### config.mk
export PLATFORM = sky130hd
export DESIGN_NAME = int4_group_scaled_gemv_row
export DESIGN_NICKNAME = d
export VERILOG_FILES = /design/src/rtl/igsgemv_pkg.sv /design/src/rtl/igsgemv_ctrl.sv /design/src/rtl/igsgemv_dp.sv /design/src/rtl/int4_group_scaled_gemv_row.sv
export VERILOG_INCLUDE_DIRS = /design/src /design/src/rtl
export SDC_FILE = /design/constraint.sdc
export NUM_CORES = 2
export LEC_CHECK = 0
export ABC_CLOCK_PERIOD_IN_PS = 18300
export BUFFER_PORTS_ARGS = -buffer_cell sky130_fd_sc_hd__buf_2
export CAP_MARGIN = 30
export CORE_MARGIN = 5
export CORE_UTILIZATION = 30
export DETAILED_ROUTE_END_ITERATION = 10
export GPL_TIMING_DRIVEN = 0
export SYNTH_ARGS = -nofsm -noshare
export SYNTH_HDL_FRONTEND = slang
export SYNTH_SLANG_ARGS = --single-unit
### constraint.sdc
create_clock -name clk -period 18.3 [get_ports clk]
set_input_delay 1.83 -clock clk [delete_from_list [all_inputs] [get_ports clk]]
set_output_delay 1.83 -clock clk [all_outputs]
set_load 0.01 [all_outputs]
### src/rtl/int4_group_scaled_gemv_row_assert.svh
// assertion macros for the int4 group-scaled gemv row block
// the property macros sample on clk and are disabled while rst_n is low
`ifndef INT4_GROUP_SCALED_GEMV_ROW_ASSERT_SVH
`define INT4_GROUP_SCALED_GEMV_ROW_ASSERT_SVH

`ifndef SYNTHESIS

// same-cycle implication
`define IGSGEMV_ASSERT_IMP(lbl, ante, cons) \
    lbl: assert property (@(posedge clk) disable iff (!rst_n) (ante) |-> (cons)) \
        else $error("igsgemv assertion failed");

// next-cycle implication
`define IGSGEMV_ASSERT_NXT(lbl, ante, cons) \
    lbl: assert property (@(posedge clk) disable iff (!rst_n) (ante) |=> (cons)) \
        else $error("igsgemv assertion failed");

`else

`define IGSGEMV_ASSERT_IMP(lbl, ante, cons)
`define IGSGEMV_ASSERT_NXT(lbl, ante, cons)

`endif

`endif

### src/rtl/igsgemv_pkg.sv
`default_nettype none

package igsgemv_pkg;

    // column limit and derived widths
    localparam int MAX_COLUMNS = 4096;
    localparam int COL_W       = $clog2(MAX_COLUMNS);
    localparam int CFG_W       = 13;

    // field widths
    localparam int CODE_W  = 8;
    localparam int NIB_W   = 4;
    localparam int X_W     = 16;
    localparam int SCALE_W = 16;
    localparam int QX_W    = NIB_W + X_W;
    localparam int GACC_W  = 32;
    localparam int RACC_W  = 48;
    localparam int PROD_W  = GACC_W + SCALE_W;
    localparam int FRAC_SH = 12;
    localparam int CONTRIB_W = PROD_W - FRAC_SH;

    // configuration register indexes
    typedef enum logic [0:0] {
        REG_COLUMN_COUNT = 1'b0,
        REG_GROUP_LENGTH = 1'b1
    } cfg_reg_t;

    localparam logic [CFG_W-1:0] COLUMN_COUNT_RST = CFG_W'(64);
    localparam logic [CFG_W-1:0] GROUP_LENGTH_RST = CFG_W'(32);

    // controller to datapath
    typedef struct packed {
        logic accept;
        logic mul;
        logic row_add;
    } dp_cmd_t;

    // datapath to controller
    typedef struct packed {
        logic group_end;
        logic row_end_pend;
        logic out_blocked;
    } dp_status_t;

endpackage

`default_nettype wire

### src/rtl/igsgemv_ctrl.sv
`default_nettype none

module igsgemv_ctrl (
    input  wire logic                    clk,
    input  wire logic                    rst_n,
    input  wire logic                    in_valid,
    output logic                         in_stall,
    input  wire igsgemv_pkg::dp_status_t status,
    output igsgemv_pkg::dp_cmd_t         cmd
);
    import igsgemv_pkg::*;

    typedef enum logic [1:0] {
        S_IDLE,
        S_MUL,
        S_ADD
    } state_t;

    state_t state_reg;
    state_t state_next;

    // commands follow the state
    always_comb
    begin
        in_stall    = (state_reg != S_IDLE);
        cmd.accept  = (state_reg == S_IDLE) && in_valid;
        cmd.mul     = (state_reg == S_MUL);
        cmd.row_add = (state_reg == S_ADD) && !(status.row_end_pend && status.out_blocked);
    end

    // next state
    always_comb
    begin
        state_next = state_reg;
        unique case (state_reg)
            S_IDLE:
            begin
                if (cmd.accept && status.group_end)
                begin
                    state_next = S_MUL;
                end
            end
            S_MUL:
            begin
                state_next = S_ADD;
            end
            S_ADD:
            begin
                if (cmd.row_add)
                begin
                    state_next = S_IDLE;
                end
            end
            default:
            begin
                state_next = S_IDLE;
            end
        endcase
    end

    always_ff @(posedge clk or negedge rst_n)
    begin
        if (!rst_n)
        begin
            state_reg <= S_IDLE;
        end
        else
        begin
            state_reg <= state_next;
        end
    end

endmodule

`default_nettype wire

### src/rtl/igsgemv_dp.sv
`default_nettype none

module igsgemv_dp (
    input  wire logic                                      clk,
    input  wire logic                                      rst_n,
    input  wire igsgemv_pkg::dp_cmd_t                      cmd,
    output igsgemv_pkg::dp_status_t                        status,
    input  wire logic                                      cfg_we,
    input  wire logic                                      cfg_index,
    input  wire logic [igsgemv_pkg::CFG_W-1:0]             cfg_data,
    input  wire logic [igsgemv_pkg::CODE_W-1:0]            code_byte,
    input  wire logic signed [igsgemv_pkg::X_W-1:0]        x_value,
    input  wire logic signed [igsgemv_pkg::SCALE_W-1:0]    group_scale,
    output logic                                           out_valid,
    input  wire logic                                      out_stall,
    output logic signed [igsgemv_pkg::RACC_W-1:0]          row_result,
    output logic                                           saturated
);
    import igsgemv_pkg::*;

    logic [CFG_W-1:0]          col_cnt_reg;
    logic [CFG_W-1:0]          grp_len_reg;
    logic [COL_W-1:0]          col_idx_reg;
    logic [COL_W-1:0]          col_idx_next;
    logic [COL_W-1:0]          grp_pos_reg;
    logic [COL_W-1:0]          grp_pos_next;
    logic signed [GACC_W-1:0]  gacc_reg;
    logic signed [GACC_W-1:0]  gacc_next;
    logic signed [RACC_W-1:0]  racc_reg;
    logic signed [RACC_W-1:0]  racc_next;
    logic                      clip_reg;
    logic                      clip_next;
    logic                      row_end_reg;
    logic signed [SCALE_W-1:0] scale_reg;
    logic signed [PROD_W-1:0]  prod_reg;
    logic                      out_valid_reg;
    logic                      out_valid_next;
    logic signed [RACC_W-1:0]  result_reg;
    logic                      sat_reg;

    logic [CFG_W-1:0]          cols_eff;
    logic [CFG_W-1:0]          glen_eff;
    logic                      row_end;
    logic                      group_end;
    logic [NIB_W-1:0]          nib;
    logic signed [NIB_W-1:0]   q;
    logic signed [QX_W-1:0]    qx;
    logic signed [GACC_W:0]    gsum;
    logic signed [GACC_W-1:0]  gsum_sat;
    logic                      gclip;
    logic signed [CONTRIB_W-1:0] contrib;
    logic signed [RACC_W:0]    rsum;
    logic signed [RACC_W-1:0]  rsum_sat;
    logic                      rclip;

    // effective limits
    always_comb
    begin
        cols_eff = col_cnt_reg;
        if (col_cnt_reg == '0)
        begin
            cols_eff = CFG_W'(1);
        end
        else if (col_cnt_reg > CFG_W'(MAX_COLUMNS))
        begin
            cols_eff = CFG_W'(MAX_COLUMNS);
        end
        glen_eff = (grp_len_reg == '0) ? CFG_W'(1) : grp_len_reg;
    end

    assign row_end   = (CFG_W'(col_idx_reg) + CFG_W'(1)) >= cols_eff;
    assign group_end = row_end || ((CFG_W'(grp_pos_reg) + CFG_W'(1)) >= glen_eff);

    // nibble select and group sum with 32-bit clipping
    assign nib  = col_idx_reg[0] ? code_byte[7:4] : code_byte[3:0];
    assign q    = signed'(nib);
    assign qx   = q * x_value;
    assign gsum = (GACC_W+1)'(gacc_reg) + (GACC_W+1)'(qx);

    always_comb
    begin
        gclip    = (gsum[GACC_W] != gsum[GACC_W-1]);
        gsum_sat = gsum[GACC_W-1:0];
        if (gclip)
        begin
            gsum_sat = gsum[GACC_W] ? {1'b1, {(GACC_W-1){1'b0}}} : {1'b0, {(GACC_W-1){1'b1}}};
        end
    end

    // scaled group sum, floor shift, row sum with 48-bit clipping
    assign contrib = prod_reg[PROD_W-1:FRAC_SH];
    assign rsum    = (RACC_W+1)'(racc_reg) + (RACC_W+1)'(contrib);

    always_comb
    begin
        rclip    = (rsum[RACC_W] != rsum[RACC_W-1]);
        rsum_sat = rsum[RACC_W-1:0];
        if (rclip)
        begin
            rsum_sat = rsum[RACC_W] ? {1'b1, {(RACC_W-1){1'b0}}} : {1'b0, {(RACC_W-1){1'b1}}};
        end
    end

    // next values of the row state
    always_comb
    begin
        col_idx_next   = col_idx_reg;
        grp_pos_next   = grp_pos_reg;
        gacc_next      = gacc_reg;
        racc_next      = racc_reg;
        clip_next      = clip_reg;
        out_valid_next = out_valid_reg && out_stall;
        if (cmd.accept)
        begin
            gacc_next    = gsum_sat;
            clip_next    = clip_reg || gclip;
            grp_pos_next = group_end ? '0 : grp_pos_reg + COL_W'(1);
            col_idx_next = row_end ? '0 : col_idx_reg + COL_W'(1);
        end
        if (cmd.row_add)
        begin
            gacc_next = '0;
            if (row_end_reg)
            begin
                racc_next      = '0;
                clip_next      = 1'b0;
                out_valid_next = 1'b1;
            end
            else
            begin
                racc_next = rsum_sat;
                clip_next = clip_reg || rclip;
            end
        end
    end

    // control and accumulator state
    always_ff @(posedge clk or negedge rst_n)
    begin
        if (!rst_n)
        begin
            col_cnt_reg   <= COLUMN_COUNT_RST;
            grp_len_reg   <= GROUP_LENGTH_RST;
            col_idx_reg   <= '0;
            grp_pos_reg   <= '0;
            gacc_reg      <= '0;
            racc_reg      <= '0;
            clip_reg      <= 1'b0;
            row_end_reg   <= 1'b0;
            out_valid_reg <= 1'b0;
        end
        else
        begin
            if (cfg_we)
            begin
                unique case (cfg_index)
                    REG_COLUMN_COUNT: col_cnt_reg <= cfg_data;
                    REG_GROUP_LENGTH: grp_len_reg <= cfg_data;
                    default:          col_cnt_reg <= col_cnt_reg;
                endcase
            end
            col_idx_reg   <= col_idx_next;
            grp_pos_reg   <= grp_pos_next;
            gacc_reg      <= gacc_next;
            racc_reg      <= racc_next;
            clip_reg      <= clip_next;
            out_valid_reg <= out_valid_next;
            if (cmd.accept)
            begin
                row_end_reg <= row_end;
            end
        end
    end

    // payload registers
    always_ff @(posedge clk)
    begin
        if (cmd.accept)
        begin
            scale_reg <= group_scale;
        end
        if (cmd.mul)
        begin
            prod_reg <= gacc_reg * scale_reg;
        end
        if (cmd.row_add && row_end_reg)
        begin
            result_reg <= rsum_sat;
            sat_reg    <= clip_reg || rclip;
        end
    end

    assign status.group_end    = group_end;
    assign status.row_end_pend = row_end_reg;
    assign status.out_blocked  = out_valid_reg && out_stall;

    assign out_valid  = out_valid_reg;
    assign row_result = result_reg;
    assign saturated  = sat_reg;

endmodule

`default_nettype wire

### src/rtl/int4_group_scaled_gemv_row.sv
// channel  | direction | handshake           | payload
// ---------+-----------+---------------------+--------------------------------
// in       | input     | in_valid / in_stall | code_byte, x_value, group_scale
// out      | output    | out_valid/out_stall | row_result, saturated
// cfg      | input     | cfg_valid/cfg_ready | cfg_index, cfg_data
//
// a beat that does not close a group leaves the block ready again; a group-closing beat
// steps through group sum capture, 32x16 scale multiply and 48-bit row add
// a row-closing beat waits in the row add while the output register is full and stalled
// reset (rst_n low, asynchronous) clears row state and loads column_count 64, group_length 32
// the output register holds one finished row, so the next row streams in while it waits
// cfg_ready is always high; registers take effect on the next beat
`default_nettype none

`include "int4_group_scaled_gemv_row_assert.svh"

module int4_group_scaled_gemv_row (
    input  wire logic                                      clk,
    input  wire logic                                      rst_n,
    input  wire logic                                      in_valid,
    output logic                                           in_stall,
    input  wire logic [igsgemv_pkg::CODE_W-1:0]            code_byte,
    input  wire logic signed [igsgemv_pkg::X_W-1:0]        x_value,
    input  wire logic signed [igsgemv_pkg::SCALE_W-1:0]    group_scale,
    output logic                                           out_valid,
    input  wire logic                                      out_stall,
    output logic signed [igsgemv_pkg::RACC_W-1:0]          row_result,
    output logic                                           saturated,
    input  wire logic                                      cfg_valid,
    output logic                                           cfg_ready,
    input  wire logic                                      cfg_index,
    input  wire logic [igsgemv_pkg::CFG_W-1:0]             cfg_data
);
    import igsgemv_pkg::*;

    dp_cmd_t    dp_cmd;
    dp_status_t dp_status;

    assign cfg_ready = 1'b1;

    // sequencer
    igsgemv_ctrl u_ctrl (
        .clk      (clk),
        .rst_n    (rst_n),
        .in_valid (in_valid),
        .in_stall (in_stall),
        .status   (dp_status),
        .cmd      (dp_cmd)
    );

    // accumulators, multiplier and output register
    igsgemv_dp u_dp (
        .clk         (clk),
        .rst_n       (rst_n),
        .cmd         (dp_cmd),
        .status      (dp_status),
        .cfg_we      (cfg_valid && cfg_ready),
        .cfg_index   (cfg_index),
        .cfg_data    (cfg_data),
        .code_byte   (code_byte),
        .x_value     (x_value),
        .group_scale (group_scale),
        .out_valid   (out_valid),
        .out_stall   (out_stall),
        .row_result  (row_result),
        .saturated   (saturated)
    );

    // only one datapath command at a time
    `IGSGEMV_ASSERT_IMP(a_cmd_excl, 1'b1, $onehot0({dp_cmd.accept, dp_cmd.mul, dp_cmd.row_add}))
    // a beat inside a group leaves the block ready again
    `IGSGEMV_ASSERT_NXT(a_inner_ready, dp_cmd.accept && !dp_status.group_end, !in_stall)
    // after the multiply the row add is still pending
    `IGSGEMV_ASSERT_NXT(a_mul_busy, dp_cmd.mul, in_stall)

endmodule

`default_nettype wire
==> impl_metrics.toml <==
[min_path]
hold_depth = 1
min_path_type = "flip-flop to flip-flop"
min_to = "u_dp.racc_reg[44]"
hold_path.startpoint = "u_dp.racc_reg[44]"

[drt]
drtAntennaViolNets = 0
route.met3.wl_um = 7788
avgRoutedWirePerCell_um = 17.84
vias_per_cell = 4.758
route.met2.wl_um = 43650
wirelength_um = 94040
drc = 0
num_vias = 25070
drt-initial-drc-count = 1706
drt-met1-wl_um = 40200
drt_first_pass_iters = 5
highest_layer = "met5"

[synthesis]
ys_warn_count = 0
async_flop_share_pct = 57.20
ys_ff_latch = 236
syn_area_um2 = 34150
yosysMostFrequentCell = "inv_1"
synth_common_cells = "inv_1, fa_1, nand2_1"
synth_edf_count = 101
yosysTopAreaCell = "fa_1"
synthDistinctLibCells = 83
postSynthCellCount = 3598
synth-seq-area-share_pct = 18.78
yosys.area.top_type_share_pct = 32.95
synth_nets = 4472
syn_area_per_cell_um2 = 9.490
yosys_most_used_dff = "dfrtp_1"
synthTopCellsByArea = "fa_1, dfrtp_1, ha_1, edfxtp_1, inv_1"

[setup_path]
critical_path.most_common_cell = "fa_1"
critPathKind = "flip-flop to flip-flop"
end_kind = "flip-flop"
critPathLaunchType = "flip-flop"
r2r-end = "u_dp.prod_reg[47]"
crit_fanout = 10
reg2regPathDepth = 21
r2r_slack_ns = 10.08
required_ns = 18.62
r2r_start = "u_dp.scale_reg[3]"
slowest_delay_ns = 0.82
crit_arrival_ns = 8.54
cp_slowest_cell = "a21boi_0"
crit_chain = "clkbuf_1 -> nand2_1 -> fa_1 -> fa_1 -> fa_1 -> inv_1 -> fa_1 -> fa_1 -> inv_1 -> fa_1 -> inv_1 -> ha_1 -> a21boi_0 -> nand2b_1 -> o2111ai_1 -> a21oi_1 -> o22a_1 -> a21oi_1 -> o311ai_1 -> a221oi_1 -> xnor2_1"

[clock_tree]
cts_made_buffers = 30
clkLatencyLatePin_ns = 0.60
htreeDepth = 1
root_buffer = "clkbuf_16"
clkTransAtPathRegs_ns = 0.06
ctsResizeCount = 0
cts.sinks = 236
cts-hold-fix-buffers = 0
clockBufferDepth = 3
cts_tree = "built"
post_cts.repair.setup_buffers = 0

[final_layout]
fin_cells = 5270
layout.nets = 4617
drive_above_1_share_pct = 7.300
syn_to_final_growth_pct = 10.28

[global_route]
grt_pass1_wl_um = 149000
grt_max_degree = 84
grt_usage_pct = 15.54
grt_overflow = 0
antenna_found_initial = 11
grt_pass1_vias = 26340

[floorplan]
initial_core_util_pct = 30.27
die_w_um = 347.4
row_count = 123
top_level_ports = 111
coreArea_um2 = 112800
die_area_um2 = 120700
die_y_um = 347.4

[sta]
setup_viol = 0
clock.fmax_mhz = 121.7
finClkSkew_ns = 0.02618
period_needed_ns = 8.218
finalCritPeriodShare_pct = 44.91
slew-limit-headroom_pct = 31.56
tightest_slew_ns = 1.018
finalMaxSlewViolations = 0
hold_viol = 0
grt_setup_unrepaired = "false"
fin_tns_setup_ns = 0
timing.final.ws_setup_ns = 10.08

[placement]
gp_congestion = 0.9227
placed_cells = 5211
dp_slack_ns = 10.00
hpwl_um = 77370
port_buffers = 109

[status]
status = "finished, final reports clean"

[flow_run]
max_cap_viol_count = 0
[area by class of cell]
cell class              instances  area, um2
clock buffers                  38      812.0
clock inverters                18      177.7
fillers                     11670      75150
inverters                     681       2556
diodes                          3      7.507
plain buffers                 152      611.8
flip-flops and latches        236       6414
repair buffers                113      626.9
multi-input cells            2529      24570
well taps                    1500       1877
[how the worst max path moves through the flow]
stage               slack [ns]                end         startpoint  cells after the start
floorplan                11.59  u_dp.gacc_reg[22]       code_byte[4]                     19
global placement         10.02      u_dp.clip_reg       code_byte[4]                     19
detailed placement       10.00      u_dp.clip_reg       code_byte[4]                     19
CTS                      10.32  u_dp.prod_reg[47]  u_dp.scale_reg[2]                     21
global route             10.05  u_dp.prod_reg[47]  u_dp.gacc_reg[10]                     21
finish                   10.08  u_dp.prod_reg[47]  u_dp.scale_reg[3]                     21
[cell families after synthesis]
logic type / after synthesis / share of synthesized area (%)
AOI/OAI and AO/OA: 519 / 10.45
xor gates and xnor gates: 141 / 3.617
adders and majority gates: 815 / 42.22
buffers and inverters: 833 / 9.274
DFF: 236 / 18.78
muxes: 37 / 1.220
other: 1 / 0.01098
and+or+nand+nor: 1016 / 14.42
[metrics by stage]
step	hold WS, ns	area (um2)	utilization (%)
6_report	0.4917	37660	33.38
4_1_cts	0.4979	37650	33.37
3_3_place_gp	0.4797	36570	32.42
5_1_grt	0.5135	37650	33.38
3_5_place_dp	0.4848	36660	32.50
2_1_floorplan	0.4632	34150	-
[per-layer routing]
metal,vias to the layer above,track usage [%]
met5,-,0
met4,12,3.519
met3,116,3.960
met2,754,25.60
met1,12450,20.68
li1,11740,-
[layout by cell type, fill, tap and decap left out, types with 27 or more instances in the layout]
cell and count:
buf_2 137, mux2_2 27, nand2b_1 52, fa_1 562, o21ai_0 104, a21o_1 65, xor2_1 60, inv_1 679
nand3_1 38, dfrtp_1 133, nand2_1 454, clkbuf_1 123, nand4_1 30, a21oi_1 125, xnor2_1 81, nor2b_1 30
a221o_1 68, nor2_1 108, edfxtp_1 101, and2_1 210, ha_1 253, clkbuf_16 31
[worst max-delay path, delay by kind of cell (launching register included)]
kind                     cells  cell delay [ns]
adder cells (fa/ha/maj)      7             3.36
AO/OA/AOI/OAI                7             2.54
XOR/XNOR                     1             0.18
AND/OR/NAND/NOR              2             0.46
buffers and inverters        4             0.81
flip-flops                   1             0.56
Power is left out: the tool's default activity adds up to more than one toggle a clock period on the data nets, which glitch-free logic cannot reach.
